==> config.mk <==
export PLATFORM = sky130hd
export DESIGN_NAME = ssa_ctrl
export DESIGN_NICKNAME = d
export VERILOG_FILES = /design/src/design/ssa_pkg.sv /design/src/design/ssa_ctrl.sv
export VERILOG_INCLUDE_DIRS = /design/src /design/src/design
export SDC_FILE = /design/constraint.sdc
export NUM_CORES = 1
export LEC_CHECK = 0
export BUFFER_PORTS_ARGS = -buffer_cell sky130_fd_sc_hd__buf_2
export CORE_UTILIZATION = 30
export CTS_CLUSTER_DIAMETER = 200
export DETAILED_ROUTE_END_ITERATION = 7
export PLACE_DENSITY = 0.68
export SETUP_SLACK_MARGIN = 0.3
export SKIP_CTS_REPAIR_TIMING = 1
export SLEW_MARGIN = 15
export SYNTH_ARGS = -nofsm -noshare
export SYNTH_HDL_FRONTEND = slang
export SYNTH_SLANG_ARGS = --single-unit
==> constraint.sdc <==
create_clock -name clk -period 1.2 [get_ports clk]
set_input_delay 0.24 -clock clk [delete_from_list [all_inputs] [get_ports clk]]
set_output_delay 0.24 -clock clk [all_outputs]
set_load 0.01 [all_outputs]
==> src/design/assert_macros.svh <==
// assertion macros shared by the rtl files
`ifndef ASSERT_MACROS_SVH
`define ASSERT_MACROS_SVH

// concurrent property, checked on the rising clock edge outside reset
`define ASSERT_IMPL(label, clk, rst_n, prop) \
    label: assert property (@(posedge clk) disable iff (!rst_n) prop) \
        else $error("assertion failed");

// condition that must never be seen at a clock edge
`define ASSERT_NEVER(label, clk, rst_n, cond) \
    `ASSERT_IMPL(label, clk, rst_n, !(cond))

`endif

==> src/design/ssa_pkg.sv <==
// types, codes and arithmetic shared by the segment sum scatter add block
`default_nettype none

package ssa_pkg;

    localparam int IDX_W   = 10;
    localparam int VAL_W   = 32;
    localparam int CMD_W   = 2;
    localparam int IDX_MAX = 2 ** IDX_W - 1;

    typedef enum logic [CMD_W-1:0] {
        CMD_ACC   = 2'd0,
        CMD_LAST  = 2'd1,
        CMD_READ  = 2'd2,
        CMD_WRITE = 2'd3
    } cmd_code_t;

    typedef enum logic [3:0] {
        S_IDLE,
        S_EXEC,
        S_FLUSH_RD,
        S_FLUSH_WR,
        S_POST,
        S_LAST_RD,
        S_LAST_WR,
        S_READ_OUT
    } state_t;

    typedef struct packed {
        logic [CMD_W-1:0]        command;
        logic [IDX_W-1:0]        index;
        logic signed [VAL_W-1:0] value;
    } in_item_t;

    typedef struct packed {
        logic [IDX_W-1:0]        entry_index;
        logic signed [VAL_W-1:0] entry_value;
    } out_item_t;

    // commands from controller to datapath
    typedef struct packed {
        logic load_item;
        logic run_add;
        logic run_start;
        logic run_clear;
        logic mem_rd;
        logic mem_wr;
        logic addr_item;
        logic wr_raw;
        logic add_item;
        logic out_load;
    } dp_cmd_t;

    // status from datapath to controller
    typedef struct packed {
        logic [CMD_W-1:0] item_cmd;
        logic             hit;
        logic             run_open;
        logic             out_free;
    } dp_status_t;

    // signed add clamped to the q16.16 range
    function automatic logic signed [VAL_W-1:0] sat_add(
        input logic signed [VAL_W-1:0] a,
        input logic signed [VAL_W-1:0] b
    );
        logic signed [VAL_W:0] s;
        logic signed [VAL_W-1:0] r;
        s = {a[VAL_W-1], a} + {b[VAL_W-1], b};
        if (s[VAL_W] != s[VAL_W-1]) begin
            r = s[VAL_W] ? {1'b1, {(VAL_W-1){1'b0}}} : {1'b0, {(VAL_W-1){1'b1}}};
        end
        else begin
            r = s[VAL_W-1:0];
        end
        return r;
    endfunction

endpackage

`default_nettype wire

==> src/design/ssa_ctrl.sv <==
// sequencing state machine of the segment sum scatter add block
`default_nettype none
`include "assert_macros.svh"

module ssa_ctrl (
    input  wire logic               clk,
    input  wire logic               rst_n,
    input  wire logic               accept,
    input  wire ssa_pkg::dp_status_t status,
    output ssa_pkg::dp_cmd_t        cmd,
    output logic                    in_ready
);
    import ssa_pkg::*;

    state_t state_reg, state_next;
    logic   final_flush_reg, final_flush_next;

    always_ff @(posedge clk or negedge rst_n) begin
        if (!rst_n) begin
            state_reg       <= S_IDLE;
            final_flush_reg <= 1'b0;
        end
        else begin
            state_reg       <= state_next;
            final_flush_reg <= final_flush_next;
        end
    end

    always_comb begin
        state_next       = state_reg;
        final_flush_next = final_flush_reg;
        case (state_reg)
            S_IDLE: begin
                if (accept) begin
                    state_next = S_EXEC;
                end
            end
            S_EXEC: begin
                final_flush_next = status.hit && (status.item_cmd == CMD_LAST);
                if (status.hit && (status.item_cmd == CMD_ACC)) begin
                    state_next = S_IDLE;
                end
                else if (status.hit && (status.item_cmd == CMD_LAST)) begin
                    state_next = S_FLUSH_RD;
                end
                else if (status.run_open) begin
                    state_next = S_FLUSH_RD;
                end
                else begin
                    state_next = S_POST;
                end
            end
            S_FLUSH_RD: state_next = S_FLUSH_WR;
            S_FLUSH_WR: begin
                final_flush_next = 1'b0;
                state_next       = final_flush_reg ? S_IDLE : S_POST;
            end
            S_POST: begin
                case (status.item_cmd)
                    CMD_ACC:  state_next = S_IDLE;
                    CMD_LAST: state_next = S_LAST_RD;
                    CMD_READ: state_next = S_READ_OUT;
                    default:  state_next = S_IDLE;
                endcase
            end
            S_LAST_RD:  state_next = S_LAST_WR;
            S_LAST_WR:  state_next = S_IDLE;
            S_READ_OUT: begin
                if (status.out_free) begin
                    state_next = S_IDLE;
                end
            end
            default:    state_next = S_IDLE;
        endcase
    end

    always_comb begin
        cmd      = '0;
        in_ready = 1'b0;
        case (state_reg)
            S_IDLE: begin
                in_ready      = 1'b1;
                cmd.load_item = accept;
            end
            S_EXEC: begin
                cmd.run_add = status.hit &&
                              ((status.item_cmd == CMD_ACC) || (status.item_cmd == CMD_LAST));
            end
            S_FLUSH_RD: cmd.mem_rd = 1'b1;
            S_FLUSH_WR: begin
                cmd.mem_wr    = 1'b1;
                cmd.run_clear = 1'b1;
            end
            S_POST: begin
                case (status.item_cmd)
                    CMD_ACC: cmd.run_start = 1'b1;
                    CMD_READ: begin
                        cmd.mem_rd    = 1'b1;
                        cmd.addr_item = 1'b1;
                    end
                    CMD_WRITE: begin
                        cmd.mem_wr    = 1'b1;
                        cmd.addr_item = 1'b1;
                        cmd.wr_raw    = 1'b1;
                    end
                    default: cmd = '0;
                endcase
            end
            S_LAST_RD: begin
                cmd.mem_rd    = 1'b1;
                cmd.addr_item = 1'b1;
            end
            S_LAST_WR: begin
                cmd.mem_wr    = 1'b1;
                cmd.addr_item = 1'b1;
                cmd.add_item  = 1'b1;
            end
            S_READ_OUT: cmd.out_load = status.out_free;
            default:    cmd = '0;
        endcase
    end

    `ASSERT_IMPL(a_accept_to_exec, clk, rst_n, accept |=> state_reg == S_EXEC)
    `ASSERT_NEVER(a_flag_not_idle, clk, rst_n, final_flush_reg && state_reg == S_IDLE)

endmodule

`default_nettype wire

Yosys cells after proc, flatten, opt, wreduce, memory -nomap -nowiden
Cells that the tools add are included.
{ "totals": {"regBits": 5, "input_bits": 8, "out_inout_bits": 11, "wordCells": 50} }
{ "classes": {"eq_ne": 12, "n_mux": 24, "n_reduce_logical": 12} }
{ "ops": {"columns": ["operator", "n"], "rows": [
  ["4-bit one-hot mux with 7 select lines", 1],
  ["4-bit by 3-bit == test with 1-bit output (second input constant)", 4],
  ["1-bit 2-to-1 mux", 12],
  ["3-bit 2-to-1 mux", 4],
  ["4-bit by 2-bit == test with 1-bit output (second input constant)", 2],
  ["4-bit 2-to-1 mux", 2],
  ["1-bit one-hot mux with 2 select lines", 4],
  ["2-bit OR reduction", 4],
  ["3-bit one-hot mux with 2 select lines", 1],
  ["2-bit == test (second input constant)", 2],
  ["4-bit by 1-bit == test with 1-bit output (second input constant)", 1],
  ["4-bit zero test", 1],
  ["2-bit inequality test (second input constant)", 2],
  ["1-bit logical AND", 3],
  ["2-bit by 1-bit == test with 1-bit output (second input constant)", 1],
  ["2-bit zero test", 1],
  ["2-bit AND reduction", 1],
  ["2-bit nonzero test", 1],
  ["1-bit logical OR", 1]
]} }

Longest topological paths before layout
Gate-level depths: netlist (run 1).
{ "depth": {"word_depth": 5, "mapped_depth": 5, "ltp_nobuf": 5} }

Worst setup path after synthesis (run 1)
Ideal clock, no wire load.
{ "synth_path": {"kind": "reg-to-output", "from": "reg state_reg[0]", "to": "out cmd[9] (netlist name)", "arrival_ns": 1.148, "t_required_ns": 0.960, "setup_slack_ns": -0.188, "stages_incl_launch_ff": 4, "n_path_buf": 1, "cell_sequence": "dfrtp_1 clkbuf_1 nor3_1 and2_1"} }
{ "synth_lines": {"columns": ["item", "line", "rtl"], "rows": [
  ["from (decl)", "ssa_ctrl.sv:15", "state_t state_reg, state_next;"],
  ["from (signal assigned)", "ssa_ctrl.sv:24", "state_reg <= state_next;"],
  ["to (decl)", "ssa_ctrl.sv:10", "output ssa_pkg::dp_cmd_t cmd,"]
]} }

==> flow_summary_export.csv, run 1 <==
group,metric,value,unit
global_routing,grt_overflow,0,
final_layout,final_cell_mix,"buf_2, buf_6, buf_4",
final_layout,area_growth,93.2,%
detailed_routing,viasPerCell,4.99,
clocking,root_buffer,"clkbuf_4",
sta,finalSetupViolations,13,
worst_setup_path,cp.required,0.96,ns
yosys,synth_top_area_frac,0.247,
sta,clock_skew,0.00495,ns
sta,rsz0062_at_grt,"true",
worst_setup_path,max_stage_delay,0.44,ns
worst_setup_path,path_max_fanout,5,
place,dpl.hpwl,925,um
sta,post-route-worst-setup-slack,-0.332,ns
power_and_ir_drop,p_comb_frac,0.744,
worst_setup_path,crit_chain,"or3b_4 -> nor2_4 -> buf_6",
power_and_ir_drop,pwr-share-seq,0.158,
sta,worst_pin_slew,0.287,ns
power_and_ir_drop,p_int,0.000961,W
detailed_routing,wl_per_cell,12.4,um
clocking,clock_sinks,4,
floorplanning,io_pins,19,
detailed_routing,drt_iter0_drc,1,
detailed_routing,finalWirelength,1.25,mm
power_and_ir_drop,irDropWorstVdd,0.996,mV
sta,maxSlewViolCount,0,
global_routing,antenna_found_initial,0,
yosys,yosysTopAreaCell,"dfrtp_1",
power_and_ir_drop,power,0.00177,W
detailed_routing,drt.antenna.violating_nets,0,
floorplanning,die_w,38.8,um
floorplanning,fp.dieH,38.8,um
global_routing,grt_pass1_wl,1.77,mm
status,violations,"negative setup slack",
sta,period_needed,1.53,ns
detailed_routing,drc_errors,0,
worst_setup_path,cp_slowest_cell,"or3b_4",
floorplanning,rows,12,
power_and_ir_drop,power_leakage,0.384,nW
worst_setup_path,cp.arrival,1.29,ns
yosys,synth_fp_nets,68,
yosys,synth_area_per_cell,7.24,um^2
power_and_ir_drop,swShare,0.456,
yosys,synthTopCellsByArea,"dfrtp_1, ha_1, o21ai_0",
global_routing,grt_max_degree,8,
sta,hold_ws,0.293,ns
sta,post-route-period-util,1.28,
place,place_congestion,0.809,
final_layout,diodes,0,
worst_hold_path,min_path_type,"input pin to flip-flop",
yosys,yosysWarningCount,0,
clocking,path_clk_slew,0.04,ns
worst_setup_path,criticalPathCategory,"flip-flop to output pin",
yosys,ys_ff_latch,4,
clocking,cts_max_path_buffers,2,
global_routing,grtUsageTotal,0.173,
detailed_routing,dr.pass1.iters,3,
power_and_ir_drop,switchingPower,0.000804,W
floorplanning,die_area,0.00150,mm^2
sta,finalHoldViolCount,0,
place,port_buffers,18,
sta,clock.fmax,653,MHz
floorplanning,core-area,0.00119,mm^2
yosys,ys_types,24,
final_layout,final_common_cell,"buf_2",
yosys,synth.yosys.seq_area_share,0.247,
detailed_routing,vias,504,
final_layout,largest_reg_flops,3,
global_routing,grt_pass1_vias,423,
clocking,htreeDepth,1,
final_layout,drive_above_1_share,0.655,
worst_setup_path,worstSetupEndpointType,"output pin",
power_and_ir_drop,power_density,2250,mW/mm^2
clocking,clk_latency,0.24,ns
yosys,synth_area,405,um^2
power_and_ir_drop,clockPowerShare,0.098,
sta,max-slew-margin-rel,0.807,
status,run_status,"complete, but fails checks",
job,max_cap_viol_count,0,
clocking,cts_tree,"done",
worst_setup_path,crit_path_start_kind,"flip-flop",
final_layout,fin_nets,101,
clocking,numCtsBuffers,3,
yosys,syn_inst,56,
floorplanning,start_util,0.342,
[logic make-up after synthesis]
group	synth area share
flops	0.247
buf+inv	0.0802
compound gates	0.228
simple gates	0.321
fa+ha+maj	0.123
[worst paths after layout]
| check | end | slack, ns | from | depth (start not counted) |
|---|---|---|---|---|
| worst max-delay path | cmd[8] | -0.33 | state_reg[2] | 3 |
| worst min-delay path | final_flush_reg | 0.29 | status[2] | 3 |
| worst max register to register | state_reg[1] | -0.04 | state_reg[2] | 3 |
| worst min register to register | final_flush_reg | 0.49 | final_flush_reg | 2 |
| max in group asynchronous | state_reg[1] | 0.73 | rst_n | 2 |
| min in group asynchronous | state_reg[0] | 0.34 | rst_n | 2 |
[layout make-up]
type	instances	area [um^2]
fillers	102	403
multi-input cells	44	394
repair buffers	31	228
flip-flops and latches	4	103
clock buffers	3	22.5
inverters	5	18.8
well taps	14	17.5
[per-layer routing]
layer,global-route usage,wire [um],part of all wire,up-vias
met2,0.288,653,0.52,14
li1,-,-,-,257
met3,0.0520,50,0.040,0
met1,0.221,550,0.44,233
met5,0,0,0,-
met4,0.0259,0,0,0
[worst max-delay path: cells and delay by family (launching register included)]
| family | cells | cell delay, ns |
|---|---|---|
| and+or+nand+nor | 2 | 0.53 |
| buffers and inverters | 1 | 0.10 |
| DFF | 1 | 0.42 |
[stage by stage]
step / setup TNS (ns) / cells / util / setup WS (ns) / area (um^2)
floorplan: 0 / 56 / - / 0.0314 / 498
global placement: -0.371 / 94 / 0.537 / -0.0817 / 637
detailed placement: -0.579 / 94 / 0.537 / -0.119 / 637
CTS: -3.05 / 97 / 0.556 / -0.351 / 659
global route: -3.09 / 101 / 0.660 / -0.356 / 783
finish: -2.49 / 101 / 0.660 / -0.332 / 783
[synthesized netlist by cell type]
cell,count
a211o_1,1
a21boi_0,1
a21oi_1,3
a2bb2oi_1,1
and2_1,1
and3b_1,1
buf_2,2
clkbuf_1,1
dfrtp_1,4
ha_1,4
inv_1,5
nand2_1,6
nand2b_1,3
nand3_1,1
nor2_1,6
nor2b_1,1
nor3_1,2
nor3b_1,2
o21ai_0,6
o221ai_1,1
o22ai_1,1
o31ai_1,1
or3_1,1
or3b_1,1
[power groups by stage]
stage          sequential (W)  clock, W  combinational (W)
5_1_grt              0.000286  0.000183            0.00142
3_5_place_dp         0.000258         0            0.00100
3_3_place_gp         0.000257         0           0.000986
6_report             0.000279  0.000172            0.00131
2_1_floorplan        0.000241         0           0.000731
4_1_cts              0.000258  0.000177            0.00100
Note: power is estimated with default switching activity, not from simulation.
==> run 2: changes to the inputs <==
REMOVE_ABC_BUFFERS = 1   (was not set)
==> flow_summary_export.csv, run 2 (synthesis gave the netlist of run 1 again) <==
group,metric,value,unit
worst_setup_path,rr_endpoint,"state_reg[1]",
global_routing,antenna_found_initial,0,
clocking,htreeDepth,1,
sta,clock_skew,0.00683,ns
sta,clock.fmax,654,MHz
sta,post-route-worst-setup-slack,-0.329,ns
final_layout,final_cell_mix,"buf_2, buf_4, buf_6",
sta,finalHoldViolCount,0,
clocking,path_clk_slew,0.04,ns
place,port_buffers,18,
detailed_routing,drt.antenna.violating_nets,0,
clocking,clock_sinks,4,
sta,setup_tns,-2.45,ns
global_routing,grtUsageTotal,0.178,
worst_setup_path,criticalPathCategory,"flip-flop to output pin",
floorplanning,start_util,0.342,
worst_setup_path,worstSetupEndpointType,"output pin",
final_layout,fin_nets,102,
detailed_routing,vias,503,
global_routing,grt_overflow,0,
worst_setup_path,cp_slowest_cell,"dfrtp_1",
worst_hold_path,hold_start,"status[2]",
worst_hold_path,min_path_type,"input pin to flip-flop",
sta,worst_pin_slew,0.214,ns
floorplanning,core-area,0.00119,mm^2
final_layout,diodes,0,
status,violations,"negative setup slack",
sta,rsz0062_at_grt,"true",
global_routing,grt_pass1_vias,432,
status,run_status,"complete, but fails checks",
detailed_routing,viasPerCell,4.93,
power_and_ir_drop,power,0.00165,W
final_layout,drive_above_1_share,0.591,
final_layout,utilization,0.615,
final_layout,final_common_cell,"buf_2",
clocking,cts_tree,"done",
worst_hold_path,hold_depth,3,
worst_setup_path,path_max_fanout,4,
global_routing,grt_pass1_wl,1.75,mm
sta,max-slew-margin-rel,0.856,
final_layout,area_growth,79.9,%
job,max_cap_viol_count,0,
floorplanning,rows,12,
sta,finalSetupViolations,12,
worst_setup_path,regToRegStartpoint,"state_reg[1]",
sta,period_needed,1.53,ns
power_and_ir_drop,power_leakage,0.375,nW
worst_setup_path,cp.arrival,1.29,ns
power_and_ir_drop,irDropWorstVdd,1.05,mV
detailed_routing,finalWirelength,1.20,mm
sta,maxSlewViolCount,0,
worst_setup_path,r2r_cells,3,
worst_hold_path,holdPathEnd,"final_flush_reg",
clocking,cts_max_path_buffers,2,
power_and_ir_drop,power_density,2260,mW/mm^2
global_routing,grt_max_degree,12,
detailed_routing,drc_errors,0,
clocking,numCtsBuffers,3,
floorplanning,die_w,38.8,um
floorplanning,fp.dieH,38.8,um
worst_setup_path,max_stage_delay,0.42,ns
place,place_congestion,0.813,
detailed_routing,dr.pass1.iters,3,
place,dpl.hpwl,865,um
floorplanning,die_area,0.00150,mm^2
detailed_routing,wl_per_cell,11.8,um
clocking,root_buffer,"clkbuf_4",
worst_setup_path,crit_chain,"or3b_4 -> nor2_1 -> buf_2",
worst_setup_path,crit_path_start_kind,"flip-flop",
worst_setup_path,cp.required,0.96,ns
detailed_routing,drt_iter0_drc,1,
final_layout,nFillCells,112,
clocking,clk_latency,0.25,ns
final_layout,largest_reg_flops,3,
sta,post-route-period-util,1.27,
floorplanning,io_pins,19,
worst_setup_path,rrSetupSlack,0,ns
## run 2: changes by cell type in the layout (fill, tap and decap cells not counted), moves of 2 or more
cell,before,now
buf_2,15,18
buf_6,8,5
dfrtp_1,2,4
dfrtp_2,2,0
inv_1,5,3
nor2_1,1,3
nor2_4,4,1
o21ai_0,1,3
## run 2: power by group
group / internal (W) / total (W) / switching [W]
logic: 0.000609 / 0.00121 / 0.000603
clock network: 0.000113 / 0.000183 / 0.0000704
registers: 0.000196 / 0.000257 / 0.0000618
total: 0.000917 / 0.00165 / 0.000735
## run 2: per-stage QoR
| stage | instances | setup slack, ns | hold slack, ns | instance area [um^2] |
|---|---|---|---|---|
| finish | 102 | -0.329 | 0.286 | 729 |
| global route | 102 | -0.377 | 0.299 | 729 |
| CTS | 98 | -0.360 | -0.213 | 597 |
| detailed placement | 95 | -0.0860 | 0.0502 | 574 |
| global placement | 95 | -0.0759 | 0.0518 | 574 |
| floorplan | 53 | -0.108 | -0.0556 | 392 |
## run 2: critical path, delay by kind of cell, from the launching register on
kind,cells,cell delay [ns]
AND/OR/NAND/NOR,2,0.50
flip-flops,1,0.42
buffers and inverters,1,0.13
## run 2: how the worst max path moves through the flow
stage | to | depth (start not counted) | start
after floorplan | cmd[8] | 2 | state_reg[0]
after global placement | cmd[8] | 3 | state_reg[1]
after detailed placement | cmd[8] | 6 | status[3]
after CTS | cmd[8] | 3 | state_reg[1]
after global routing | cmd[8] | 3 | state_reg[1]
final | cmd[8] | 3 | state_reg[1]
## run 2: final cells by class
class	instances	area, um^2	share of cell area
sequential	4	100	0.137
timing repair buffer	32	216	0.297
tap	14	17.5	0.0240
multi-input combinational	44	352	0.482
inverter	5	21.3	0.0292
clock buffer	3	22.5	0.0309
## run 2: routing by layer
layer  up-vias  wire length, um  global-route usage
met3         2               66              0.0694
met1       227              554               0.198
met5         -                0                   0
met4         0               16              0.0776
li1        258                -                   -
met2        16              566               0.296
